<file path="config.mk">
export PLATFORM = sky130hd
export DESIGN_NAME = hdlc_bit_deframer_core_flat
export DESIGN_NICKNAME = d
export VERILOG_FILES = /design/src/design/hbd_pkg.sv /design/src/design/hbd_in_if.sv /design/src/design/hbd_out_if.sv /design/src/design/hbd_front.sv /design/src/design/hbd_queue.sv /design/src/design/hbd_back.sv /design/src/design/hdlc_bit_deframer_core.sv /design/src/flat_wrapper.sv
export SDC_FILE = /design/constraint.sdc
export NUM_CORES = 1
export LEC_CHECK = 0
export BUFFER_PORTS_ARGS = -buffer_cell sky130_fd_sc_hd__buf_4
export CAP_MARGIN = 20
export CORE_UTILIZATION = 55
export DETAILED_ROUTE_END_ITERATION = 16
export MAX_ROUTING_LAYER = met4
export PLACE_DENSITY = 0.83
export SLEW_MARGIN = 30
export SYNTH_ARGS = -nofsm -noshare
export SYNTH_HDL_FRONTEND = slang
export SYNTH_SLANG_ARGS = --single-unit
</file>
<file path="constraint.sdc">
create_clock -name clk -period 3.5 [get_ports clk]
set_input_delay 0.35 -clock clk [delete_from_list [all_inputs] [get_ports clk]]
set_output_delay 0.35 -clock clk [all_outputs]
set_load 0.01 [all_outputs]
</file>
<file path="src/design/hbd_pkg.sv">
// ----------------------------------------------------------------------------
// HDLC bit deframer package
// Shared types, constants and the FCS byte update used by the deframer.
// ----------------------------------------------------------------------------
package hbd_pkg;

  localparam int unsigned LEN_W = 10;
  localparam int unsigned Q_DEPTH = 2;

  localparam logic [7:0] FLAG_BYTE = 8'h7e;
  localparam logic [15:0] FCS_POLY = 16'h8408;
  localparam logic [15:0] FCS_INIT = 16'hffff;
  localparam logic [15:0] FCS_GOOD = 16'hf0b8;
  localparam logic [LEN_W-1:0] MAX_FRAME_RESET = LEN_W'(330);

  typedef enum logic [1:0] {
    MODE_SYNC = 2'd0,
    MODE_WAIT = 2'd1,
    MODE_RECV = 2'd2
  } mode_t;

  typedef struct packed {
    logic rx_bit;
    logic flag;
  } q_entry_t;

  typedef struct packed {
    logic     push;
    q_entry_t entry;
  } q_push_t;

  function automatic logic [15:0] fcs_byte(input logic [15:0] crc_in, input logic [7:0] b);
    logic [15:0] crc;
    crc = crc_in ^ {8'h00, b};
    for (int i = 0; i < 8; i++) begin
      crc = crc[0] ? ((crc >> 1) ^ FCS_POLY) : (crc >> 1);
    end
    return crc;
  endfunction

endpackage

</file>
<file path="src/design/hbd_in_if.sv">
// ----------------------------------------------------------------------------
// Line bit channel
// Valid/ready channel carrying one received line bit per item.
// ----------------------------------------------------------------------------
interface hbd_in_if;
  logic valid;
  logic ready;
  logic rx_bit;

  modport source (output valid, output rx_bit, input ready);
  modport sink (input valid, input rx_bit, output ready);
  modport mon (input valid, input rx_bit, input ready);
endinterface

</file>
<file path="src/design/hbd_out_if.sv">
// ----------------------------------------------------------------------------
// Frame result channel
// Valid/ready channel carrying frame bytes and end of frame results.
// ----------------------------------------------------------------------------
interface hbd_out_if;
  logic       valid;
  logic       ready;
  logic [7:0] byte_value;
  logic       end_of_frame;
  logic       frame_good;

  modport source (output valid, output byte_value, output end_of_frame,
                  output frame_good, input ready);
  modport sink (input valid, input byte_value, input end_of_frame,
                input frame_good, output ready);
  modport mon (input valid, input byte_value, input end_of_frame,
               input frame_good, input ready);
endinterface

</file>
<file path="src/design/hbd_front.sv">
// ----------------------------------------------------------------------------
// HDLC deframer front end
// Counts runs of ones, drops stuffed zeros and marks flag bits.
// ----------------------------------------------------------------------------
module hbd_front (
  input  logic             clk,
  input  logic             rst_n,
  hbd_in_if.sink           in_ch,
  input  logic             q_not_full,
  output hbd_pkg::q_push_t q_push
);
  import hbd_pkg::*;

  logic [2:0] ones_r;
  logic [2:0] ones_nxt;
  logic       accept;
  logic       stuffed;

  assign in_ch.ready = q_not_full;
  assign accept      = in_ch.valid && q_not_full;
  assign stuffed     = !in_ch.rx_bit && (ones_r == 3'd5);

  always_comb begin
    ones_nxt = ones_r;
    if (accept) begin
      if (in_ch.rx_bit) begin
        ones_nxt = (ones_r == 3'd7) ? ones_r : ones_r + 3'd1;
      end else begin
        ones_nxt = 3'd0;
      end
    end
  end

  assign q_push.push         = accept && !stuffed;
  assign q_push.entry.rx_bit = in_ch.rx_bit;
  assign q_push.entry.flag   = !in_ch.rx_bit && (ones_r == 3'd6);

  always_ff @(posedge clk) begin
    if (!rst_n) begin
      ones_r <= 3'd0;
    end else begin
      ones_r <= ones_nxt;
    end
  end

endmodule

</file>
<file path="src/design/hbd_queue.sv">
// ----------------------------------------------------------------------------
// HDLC deframer bit queue
// Short first-in first-out queue of classified bits between the two ends.
// ----------------------------------------------------------------------------
module hbd_queue #(
  parameter int unsigned DEPTH = hbd_pkg::Q_DEPTH
) (
  input  logic              clk,
  input  logic              rst_n,
  input  hbd_pkg::q_push_t  q_push,
  input  logic              pop,
  output logic              not_full,
  output logic              not_empty,
  output hbd_pkg::q_entry_t head
);
  import hbd_pkg::*;

  localparam int unsigned PTR_W = (DEPTH > 1) ? $clog2(DEPTH) : 1;
  localparam int unsigned CNT_W = $clog2(DEPTH + 1);

  q_entry_t           mem [DEPTH];
  logic [PTR_W-1:0]   wr_ptr_r;
  logic [PTR_W-1:0]   wr_ptr_nxt;
  logic [PTR_W-1:0]   rd_ptr_r;
  logic [PTR_W-1:0]   rd_ptr_nxt;
  logic [CNT_W-1:0]   count_r;
  logic [CNT_W-1:0]   count_nxt;
  logic               do_push;
  logic               do_pop;

  assign not_full  = (count_r != CNT_W'(DEPTH));
  assign not_empty = (count_r != '0);
  assign do_push   = q_push.push && not_full;
  assign do_pop    = pop && not_empty;
  assign head      = mem[rd_ptr_r];

  always_comb begin
    wr_ptr_nxt = wr_ptr_r;
    rd_ptr_nxt = rd_ptr_r;
    if (do_push) begin
      wr_ptr_nxt = (wr_ptr_r == PTR_W'(DEPTH - 1)) ? '0 : wr_ptr_r + PTR_W'(1);
    end
    if (do_pop) begin
      rd_ptr_nxt = (rd_ptr_r == PTR_W'(DEPTH - 1)) ? '0 : rd_ptr_r + PTR_W'(1);
    end
    count_nxt = count_r + CNT_W'(do_push) - CNT_W'(do_pop);
  end

  always_ff @(posedge clk) begin
    if (do_push) begin
      mem[wr_ptr_r] <= q_push.entry;
    end
  end

  always_ff @(posedge clk) begin
    if (!rst_n) begin
      wr_ptr_r <= '0;
      rd_ptr_r <= '0;
      count_r  <= '0;
    end else begin
      wr_ptr_r <= wr_ptr_nxt;
      rd_ptr_r <= rd_ptr_nxt;
      count_r  <= count_nxt;
    end
  end

endmodule

</file>
<file path="src/design/hbd_back.sv">
// ----------------------------------------------------------------------------
// HDLC deframer back end
// Flag hunt, byte assembly, FCS check, two-byte delay and result register.
// ----------------------------------------------------------------------------
module hbd_back (
  input  logic                      clk,
  input  logic                      rst_n,
  input  logic                      q_not_empty,
  input  hbd_pkg::q_entry_t         head,
  output logic                      pop,
  input  logic                      cfg_we,
  input  logic [hbd_pkg::LEN_W-1:0] cfg_data,
  hbd_out_if.source                 out_ch
);
  import hbd_pkg::*;

  mode_t             mode_r, mode_nxt;
  logic [7:0]        shift_r, shift_nxt;
  logic [3:0]        cnt_r, cnt_nxt;
  logic [LEN_W-1:0]  len_r, len_nxt;
  logic [15:0]       fcs_r, fcs_nxt;
  logic [7:0]        dly0_r, dly0_nxt;
  logic [7:0]        dly1_r, dly1_nxt;
  logic [1:0]        fill_r, fill_nxt;
  logic [LEN_W-1:0]  max_len_r;

  logic              out_valid_r;
  logic [7:0]        out_byte_r;
  logic              out_eof_r;
  logic              out_good_r;

  logic [7:0]        sh;
  logic [3:0]        cnt_inc;
  logic              res_valid;
  logic [7:0]        res_byte;
  logic              res_eof;
  logic              res_good;

  assign pop = q_not_empty && (!out_valid_r || out_ch.ready);

  assign out_ch.valid        = out_valid_r;
  assign out_ch.byte_value   = out_byte_r;
  assign out_ch.end_of_frame = out_eof_r;
  assign out_ch.frame_good   = out_good_r;

  always_comb begin
    sh        = {head.rx_bit, shift_r[7:1]};
    cnt_inc   = cnt_r + 4'd1;
    mode_nxt  = mode_r;
    shift_nxt = shift_r;
    cnt_nxt   = cnt_r;
    len_nxt   = len_r;
    fcs_nxt   = fcs_r;
    dly0_nxt  = dly0_r;
    dly1_nxt  = dly1_r;
    fill_nxt  = fill_r;
    res_valid = 1'b0;
    res_byte  = 8'h00;
    res_eof   = 1'b0;
    res_good  = 1'b0;
    if (pop) begin
      shift_nxt = sh;
      unique case (mode_r)
        MODE_WAIT: begin
          cnt_nxt = cnt_inc;
          if (cnt_inc[3]) begin
            if (sh != FLAG_BYTE) begin
              mode_nxt = MODE_RECV;
              fcs_nxt  = fcs_byte(FCS_INIT, sh);
              len_nxt  = LEN_W'(1);
              dly0_nxt = sh;
              fill_nxt = 2'd1;
            end
            cnt_nxt = 4'd0;
          end else if (sh == FLAG_BYTE) begin
            cnt_nxt = 4'd0;
          end
        end
        MODE_RECV: begin
          cnt_nxt = cnt_inc;
          if (cnt_inc[3]) begin
            cnt_nxt = 4'd0;
            if (head.flag) begin
              mode_nxt  = MODE_WAIT;
              res_valid = 1'b1;
              res_eof   = 1'b1;
              res_good  = (len_r > LEN_W'(2)) && (fcs_r == FCS_GOOD);
              fill_nxt  = 2'd0;
            end else if (len_r < max_len_r) begin
              shift_nxt = 8'h00;
              len_nxt   = len_r + LEN_W'(1);
              fcs_nxt   = fcs_byte(fcs_r, sh);
              if (fill_r[1]) begin
                res_valid = 1'b1;
                res_byte  = dly0_r;
                dly0_nxt  = dly1_r;
                dly1_nxt  = sh;
              end else begin
                if (fill_r[0]) begin
                  dly1_nxt = sh;
                end else begin
                  dly0_nxt = sh;
                end
                fill_nxt = fill_r + 2'd1;
              end
            end else begin
              mode_nxt  = MODE_SYNC;
              res_valid = 1'b1;
              res_eof   = 1'b1;
              fill_nxt  = 2'd0;
            end
          end else if (head.flag) begin
            mode_nxt  = MODE_WAIT;
            cnt_nxt   = 4'd0;
            res_valid = 1'b1;
            res_eof   = 1'b1;
            fill_nxt  = 2'd0;
          end
        end
        default: begin
          mode_nxt = MODE_SYNC;
          if (sh == FLAG_BYTE) begin
            mode_nxt = MODE_WAIT;
            cnt_nxt  = 4'd0;
          end
        end
      endcase
    end
  end

  always_ff @(posedge clk) begin
    if (!rst_n) begin
      mode_r    <= MODE_SYNC;
      shift_r   <= 8'h00;
      cnt_r     <= 4'd0;
      len_r     <= '0;
      fcs_r     <= FCS_INIT;
      fill_r    <= 2'd0;
      max_len_r <= MAX_FRAME_RESET;
    end else begin
      mode_r  <= mode_nxt;
      shift_r <= shift_nxt;
      cnt_r   <= cnt_nxt;
      len_r   <= len_nxt;
      fcs_r   <= fcs_nxt;
      fill_r  <= fill_nxt;
      if (cfg_we) begin
        max_len_r <= cfg_data;
      end
    end
  end

  always_ff @(posedge clk) begin
    dly0_r <= dly0_nxt;
    dly1_r <= dly1_nxt;
  end

  always_ff @(posedge clk) begin
    if (!rst_n) begin
      out_valid_r <= 1'b0;
    end else if (pop && res_valid) begin
      out_valid_r <= 1'b1;
    end else if (out_ch.ready) begin
      out_valid_r <= 1'b0;
    end
  end

  always_ff @(posedge clk) begin
    if (pop && res_valid) begin
      out_byte_r <= res_byte;
      out_eof_r  <= res_eof;
      out_good_r <= res_good;
    end
  end

endmodule

</file>
<file path="src/design/hdlc_bit_deframer_core.sv">
// ----------------------------------------------------------------------------
// HDLC bit deframer core
// Line bits in, destuffed frame bytes and checked end of frame results out.
// ----------------------------------------------------------------------------
// The core accepts one line bit per clock cycle for as long as results are
// taken. The front end strips stuffed zeros and marks flags in the cycle a
// bit is accepted; the back end consumes one queued bit per cycle while
// results are taken, assembles bytes, updates the CRC-16/X.25 check once per
// byte and holds each result in an output register, so a result passes
// through the queue and the output register after the bit that completes it
// is accepted. The queue of QUEUE_DEPTH entries between the two ends sets
// how many bits are taken while the output is stalled. Frame bytes are
// released two bytes late, so the FCS bytes never appear. The frame length
// limit may be written only while no bit is in flight.
module hdlc_bit_deframer_core #(
  parameter int unsigned QUEUE_DEPTH = hbd_pkg::Q_DEPTH
) (
  input  logic                      clk,
  input  logic                      rst_n,
  hbd_in_if.sink                    in_ch,
  hbd_out_if.source                 out_ch,
  input  logic                      cfg_we,
  input  logic [hbd_pkg::LEN_W-1:0] cfg_data
);
  import hbd_pkg::*;

  q_push_t  q_push;
  q_entry_t q_head;
  logic     q_not_full;
  logic     q_not_empty;
  logic     q_pop;

  hbd_front u_front (
    .clk        (clk),
    .rst_n      (rst_n),
    .in_ch      (in_ch),
    .q_not_full (q_not_full),
    .q_push     (q_push)
  );

  hbd_queue #(
    .DEPTH (QUEUE_DEPTH)
  ) u_queue (
    .clk       (clk),
    .rst_n     (rst_n),
    .q_push    (q_push),
    .pop       (q_pop),
    .not_full  (q_not_full),
    .not_empty (q_not_empty),
    .head      (q_head)
  );

  hbd_back u_back (
    .clk         (clk),
    .rst_n       (rst_n),
    .q_not_empty (q_not_empty),
    .head        (q_head),
    .pop         (q_pop),
    .cfg_we      (cfg_we),
    .cfg_data    (cfg_data),
    .out_ch      (out_ch)
  );

endmodule

</file>
<file path="src/flat_wrapper.sv">
// flat-port wrapper written by rule: the top's interface ports become plain ports
module hdlc_bit_deframer_core_flat import hbd_pkg::*;
#(
  parameter int unsigned QUEUE_DEPTH = hbd_pkg::Q_DEPTH
)
  (clk, rst_n, cfg_we, cfg_data, in_ch_valid, in_ch_rx_bit, in_ch_ready, out_ch_valid, out_ch_byte_value, out_ch_end_of_frame, out_ch_frame_good, out_ch_ready);
  hbd_in_if in_ch_i ();
  hbd_out_if out_ch_i ();
  input  logic clk;
  input  logic rst_n;
  input  logic cfg_we;
  input  logic [hbd_pkg::LEN_W-1:0] cfg_data;
  input wire logic [$bits(in_ch_i.valid)-1:0] in_ch_valid;
  input wire logic [$bits(in_ch_i.rx_bit)-1:0] in_ch_rx_bit;
  output wire logic [$bits(in_ch_i.ready)-1:0] in_ch_ready;
  output wire logic [$bits(out_ch_i.valid)-1:0] out_ch_valid;
  output wire logic [$bits(out_ch_i.byte_value)-1:0] out_ch_byte_value;
  output wire logic [$bits(out_ch_i.end_of_frame)-1:0] out_ch_end_of_frame;
  output wire logic [$bits(out_ch_i.frame_good)-1:0] out_ch_frame_good;
  input wire logic [$bits(out_ch_i.ready)-1:0] out_ch_ready;
  assign in_ch_i.valid = in_ch_valid;
  assign in_ch_i.rx_bit = in_ch_rx_bit;
  assign in_ch_ready = in_ch_i.ready;
  assign out_ch_valid = out_ch_i.valid;
  assign out_ch_byte_value = out_ch_i.byte_value;
  assign out_ch_end_of_frame = out_ch_i.end_of_frame;
  assign out_ch_frame_good = out_ch_i.frame_good;
  assign out_ch_i.ready = out_ch_ready;
  hdlc_bit_deframer_core #(.QUEUE_DEPTH(QUEUE_DEPTH)) u_core (.clk(clk), .rst_n(rst_n), .in_ch(in_ch_i), .out_ch(out_ch_i), .cfg_we(cfg_we), .cfg_data(cfg_data));
endmodule
</file>
==> impl_table.tex <==
\begin{tabular}{lr}
\hline
Metric & Value \\
\hline
\multicolumn{2}{l}{\textbf{Clock tree}} \\
\quad CTS Root Cell & clkbuf\_8 \\
\quad Max Root-Sink Buffers & 2 \\
\quad Number of sinks on the clock net & 89 \\
\quad TritonCTS Buffers & 9 \\
\quad Buffers inserted by post-CTS timing repair & 0 \\
\quad Number of levels in the clock H-tree & 3 \\
\quad Worst skew pair latency & 360 ps \\
\quad Hold-fix buffers at CTS & 0 \\
\quad CTS tree & yes \\
\quad \# resized after CTS & 0 \\
\quad Clock input transition at the sequential cells of the worst setup and hold paths & 90 ps \\
\multicolumn{2}{l}{\textbf{Power and ir drop}} \\
\quad Leakage power summed over all cells & 1.91 nW \\
\quad PwrDens & 454 mW/mm\^{}2 \\
\quad Maximum resistive drop on vdd & 0.000325 V \\
\multicolumn{2}{l}{\textbf{Cells and area}} \\
\quad Commonest non-fill, non-tap cell in the layout & dfxtp\_1 \\
\quad Share of cells above drive strength 1 & 13.2\% \\
\quad Cell Count, Final, Fillers Out & 586 \\
\quad Area growth, synth to finish & 10.4\% \\
\quad Antenna diode instance count & 0 \\
\quad Final design instance area without fill & 0.00500 sq mm \\
\quad Commonest cells after routing, fill and taps aside & dfxtp\_1, nor2\_1, nand2\_1 \\
\quad Nets & 515 \\
\multicolumn{2}{l}{\textbf{Floorplanning}} \\
\quad Width of the chip & 92.8 microns \\
\quad Y dimension of the die & 92.8 microns \\
\quad Die area & 0.00861 sq mm \\
\quad Top-level port count & 28 \\
\quad Starting utilization of the core area & 57.8\% \\
\quad Number of rows created at floorplan & 32 \\
\quad Standard cell core area & 0.00785 sq mm \\
\multicolumn{2}{l}{\textbf{Route}} \\
\quad Detail Route Antenna Nets & 0 \\
\quad Uppermost signal routing layer after detailed routing & met4 \\
\quad DRT iter0 DRCs & 275 \\
\quad Vias & 3487 \\
\quad DR WL met3 & 609 microns \\
\quad Drt drc & 0 \\
\quad M1 WL & 4.15 mm \\
\quad Number of iterations in the first detailed-routing pass & 4 \\
\quad WL met2 & 4.47 mm \\
\quad Wirelength per Cell & 16.0 microns \\
\quad Via/cell ratio & 5.95 \\
\quad WL final & 9.36 mm \\
\multicolumn{2}{l}{\textbf{Timing}} \\
\quad Max Freq & 0.378 GHz \\
\quad Tightest Pin Transition & 919 ps \\
\quad Minimum period implied by the final worst setup slack & 2650 ps \\
\quad Final setup violation count & 0 \\
\quad Max-slew headroom at the worst pin & 38.8\% \\
\quad Total negative slack for setup checks & 0 ps \\
\quad Worst clock skew & 11.6 ps \\
\quad Max-slew violation count & 0 \\
\quad Post-layout worst setup margin & 852 ps \\
\quad Setup repair after global routing missed its margin & false \\
\quad Number of endpoints with negative hold slack in the final report & 0 \\
\quad Share of the cycle needed by the critical path after routing & 75.6\% \\
\multicolumn{2}{l}{\textbf{Synth}} \\
\quad Register area share after synthesis & 45.9\% \\
\quad Post-synth cell types & 57 \\
\quad Share of synthesized cell area in full adder, half adder and majority cells & 5.52\% \\
\quad Mean Syn Cell Area & 9.77 sq um \\
\quad Synthesized instance count & 464 \\
\quad Synthesis warning total & 0 \\
\quad Post-synth design cell area & 0.00453 sq mm \\
\quad Number of enable-type register cells in the synthesized netlist & 30 \\
\quad Mux cell area share after synthesis & 4.47\% \\
\quad Synth Flop Type & dfxtp\_1 \\
\quad Register bit total from synthesis & 89 \\
\quad Combinational family with the most area after synthesis & compound AO/OA/AOI/OAI gates \\
\quad Post-Syn Nets & 500 \\
\quad Fraction of synthesis flops using an asynchronous set or reset pin & 0\% \\
\quad Xor-xnor portion of the synthesized cell area & 8.11\% \\
\quad Post-Synth Simple-Gate Area & 15.2\% \\
\quad Area fraction in compound gates after synthesis & 16.2\% \\
\multicolumn{2}{l}{\textbf{Critical path}} \\
\quad Cell chain of the critical path & ha\_1 > a211o\_1 > a21oi\_1 > o31ai\_2 > or3\_1 > or4\_1 > a21oi\_1 \\
\quad Dominant cell type by count on the critical path & a21oi\_1 \\
\quad Worst reg2reg setup slack & 850 ps \\
\quad Termination of the worst setup path & u\_core.u\_back.len\_r[6] \\
\quad Critical path startpoint category & register \\
\quad CP top delay family & simple AND/OR/NAND/NOR gates \\
\quad Data arrival time of the critical path & 2940 ps \\
\quad Kind of capture point of the worst setup path & register \\
\quad Critical-path maximum fanout & 17 \\
\quad Buffer and inverter count on the worst path & 0 \\
\quad Number of stages on the worst setup path & 7 \\
\quad Required time of the critical path & 3800 ps \\
\quad Maximum single-stage delay on the critical path & 590 ps \\
\quad Crit Reg-Reg Endpoint & u\_core.u\_back.len\_r[6] \\
\quad CP max-delay cell & or3\_1 \\
\quad Worst flop-to-flop path startpoint & u\_core.u\_back.len\_r[7] \\
\quad Beginning of the critical path & u\_core.u\_back.len\_r[7] \\
\quad Classification of the worst setup path & reg2reg \\
\quad Number of cell instances on the worst register-to-register path & 7 \\
\multicolumn{2}{l}{\textbf{Global route}} \\
\quad GRT Overall Usage & 23.8\% \\
\quad Final global-route overflow total & 0 \\
\quad Global-route wire length before repair & 15.7 mm \\
\quad Antenna violations before repair & 0 \\
\quad Via count of the first global-routing pass & 3290 \\
\quad Maximum number of pins on one net before global-route repair & 32 \\
\multicolumn{2}{l}{\textbf{Placement}} \\
\quad Input/output buffers & 27 \\
\quad Global placer's final weighted congestion & 0.898 \\
\quad Area after DPL & 0.00478 sq mm \\
\quad Worst setup slack before clock tree synthesis & 895 ps \\
\quad Post-DP HPWL & 6.39 mm \\
\quad Post-Place Cells & 570 \\
\multicolumn{2}{l}{\textbf{Worst hold path}} \\
\quad Worst min-delay path category & in2reg \\
\multicolumn{2}{l}{\textbf{Outcome}} \\
\quad Result of the run & finished clean \\
\multicolumn{2}{l}{\textbf{Run}} \\
\quad Number of max-capacitance violations reported & 0 \\
\hline
\end{tabular}
## through the flow
stage          hold slack, ps  power (mW)  utilization [%]
3_5_place_dp              479        1.50             60.9
2_1_floorplan             403        1.42                -
6_report                  194        2.27             63.8
5_1_grt                   200        2.36             63.8
3_3_place_gp              462        1.48             60.9
4_1_cts                   187        2.27             63.8
## worst min path at each step
stage	from	cells after the start	end
floorplan	u_core.u_back.shift_r[2]	0	u_core.u_back.dly1_r[1]
global placement	u_core.u_back.mode_r[1]	2	u_core.u_back.mode_r[1]
detailed placement	u_core.u_back.mode_r[0]	2	u_core.u_back.mode_r[0]
CTS	cfg_data[8]	3	u_core.u_back.max_len_r[8]
global route	cfg_data[3]	3	u_core.u_back.max_len_r[3]
finish	cfg_data[6]	3	u_core.u_back.max_len_r[6]
## routing by layer
layer,track usage [%],up-vias
li1,-,1686
met1,30.4,1658
met2,37.2,127
met3,5.25,16
met4,8.72,0
met5,-,-
## flip-flops by register name, indices dropped and copies added, names as in the netlist, named ones only
register,cells
u_core.u_back.fcs_r,16
u_core.u_back.len_r,10
u_core.u_back.max_len_r,10
u_core.u_back.dly0_r,8
u_core.u_back.dly1_r,8
u_core.u_back.out_ch.byte_value,8
u_core.u_back.shift_r,7
u_core.u_queue.mem,4
u_core.u_back.cnt_r,3
u_core.u_front.ones_r,3
u_core.u_back.fill_r,2
u_core.u_back.mode_r,2
u_core.u_queue.count_r,2
u_core.u_back.out_ch.end_of_frame,1
u_core.u_back.out_ch.frame_good,1
u_core.u_back.out_ch.valid,1
u_core.u_queue.rd_ptr_r,1
u_core.u_queue.wr_ptr_r,1
## synth_stat cells, types with 15 or more instances
cell,instances,area [sq um]
a21oi_1,27,135
clkbuf_1,19,71.3
dfxtp_1,59,1180
edfxtp_1,30,901
ha_1,20,250
inv_1,26,97.6
nand2_1,32,120
nor2_1,33,124
o211ai_1,15,113
o21ai_0,21,105
xnor2_1,22,193
xor2_1,20,175
## tightest hold or removal path, delay by kind of cell
kind	cells	cell delay, ps
and+or+nand+nor	1	40
AOI/OAI and AO/OA	1	60
buffers and inverters	1	70
## report_power, final
part | internal (mW) | leakage [nW] | switching, mW
clock | 0.408 | 0.110 | 0.386
sequential | 1.11 | 0.736 | 0.0350
combinational | 0.138 | 1.07 | 0.194
## cells by family (layout without fill, tap and decap cells)
kind of cell    count (synthesis)  after routing
simple gates                  133            133
flops                          89             89
compound gates                108            108
buf+inv                        53             73
fa+ha+maj                      20             20
xor+xnor                       42             42
mux                            19             19
## cell type report
type                            instances  area [sq um]
Clock buffer                            9           124
Clock inverter                          7           103
Fill cell                             648          2840
Inverter                               27           101
Multi-Input combinational cell        322          2240
Sequential cell                        89          2080
Tap cell                              102           128
Timing Repair Buffer                   30           225
Note: power is estimated with default switching activity, not from simulation.
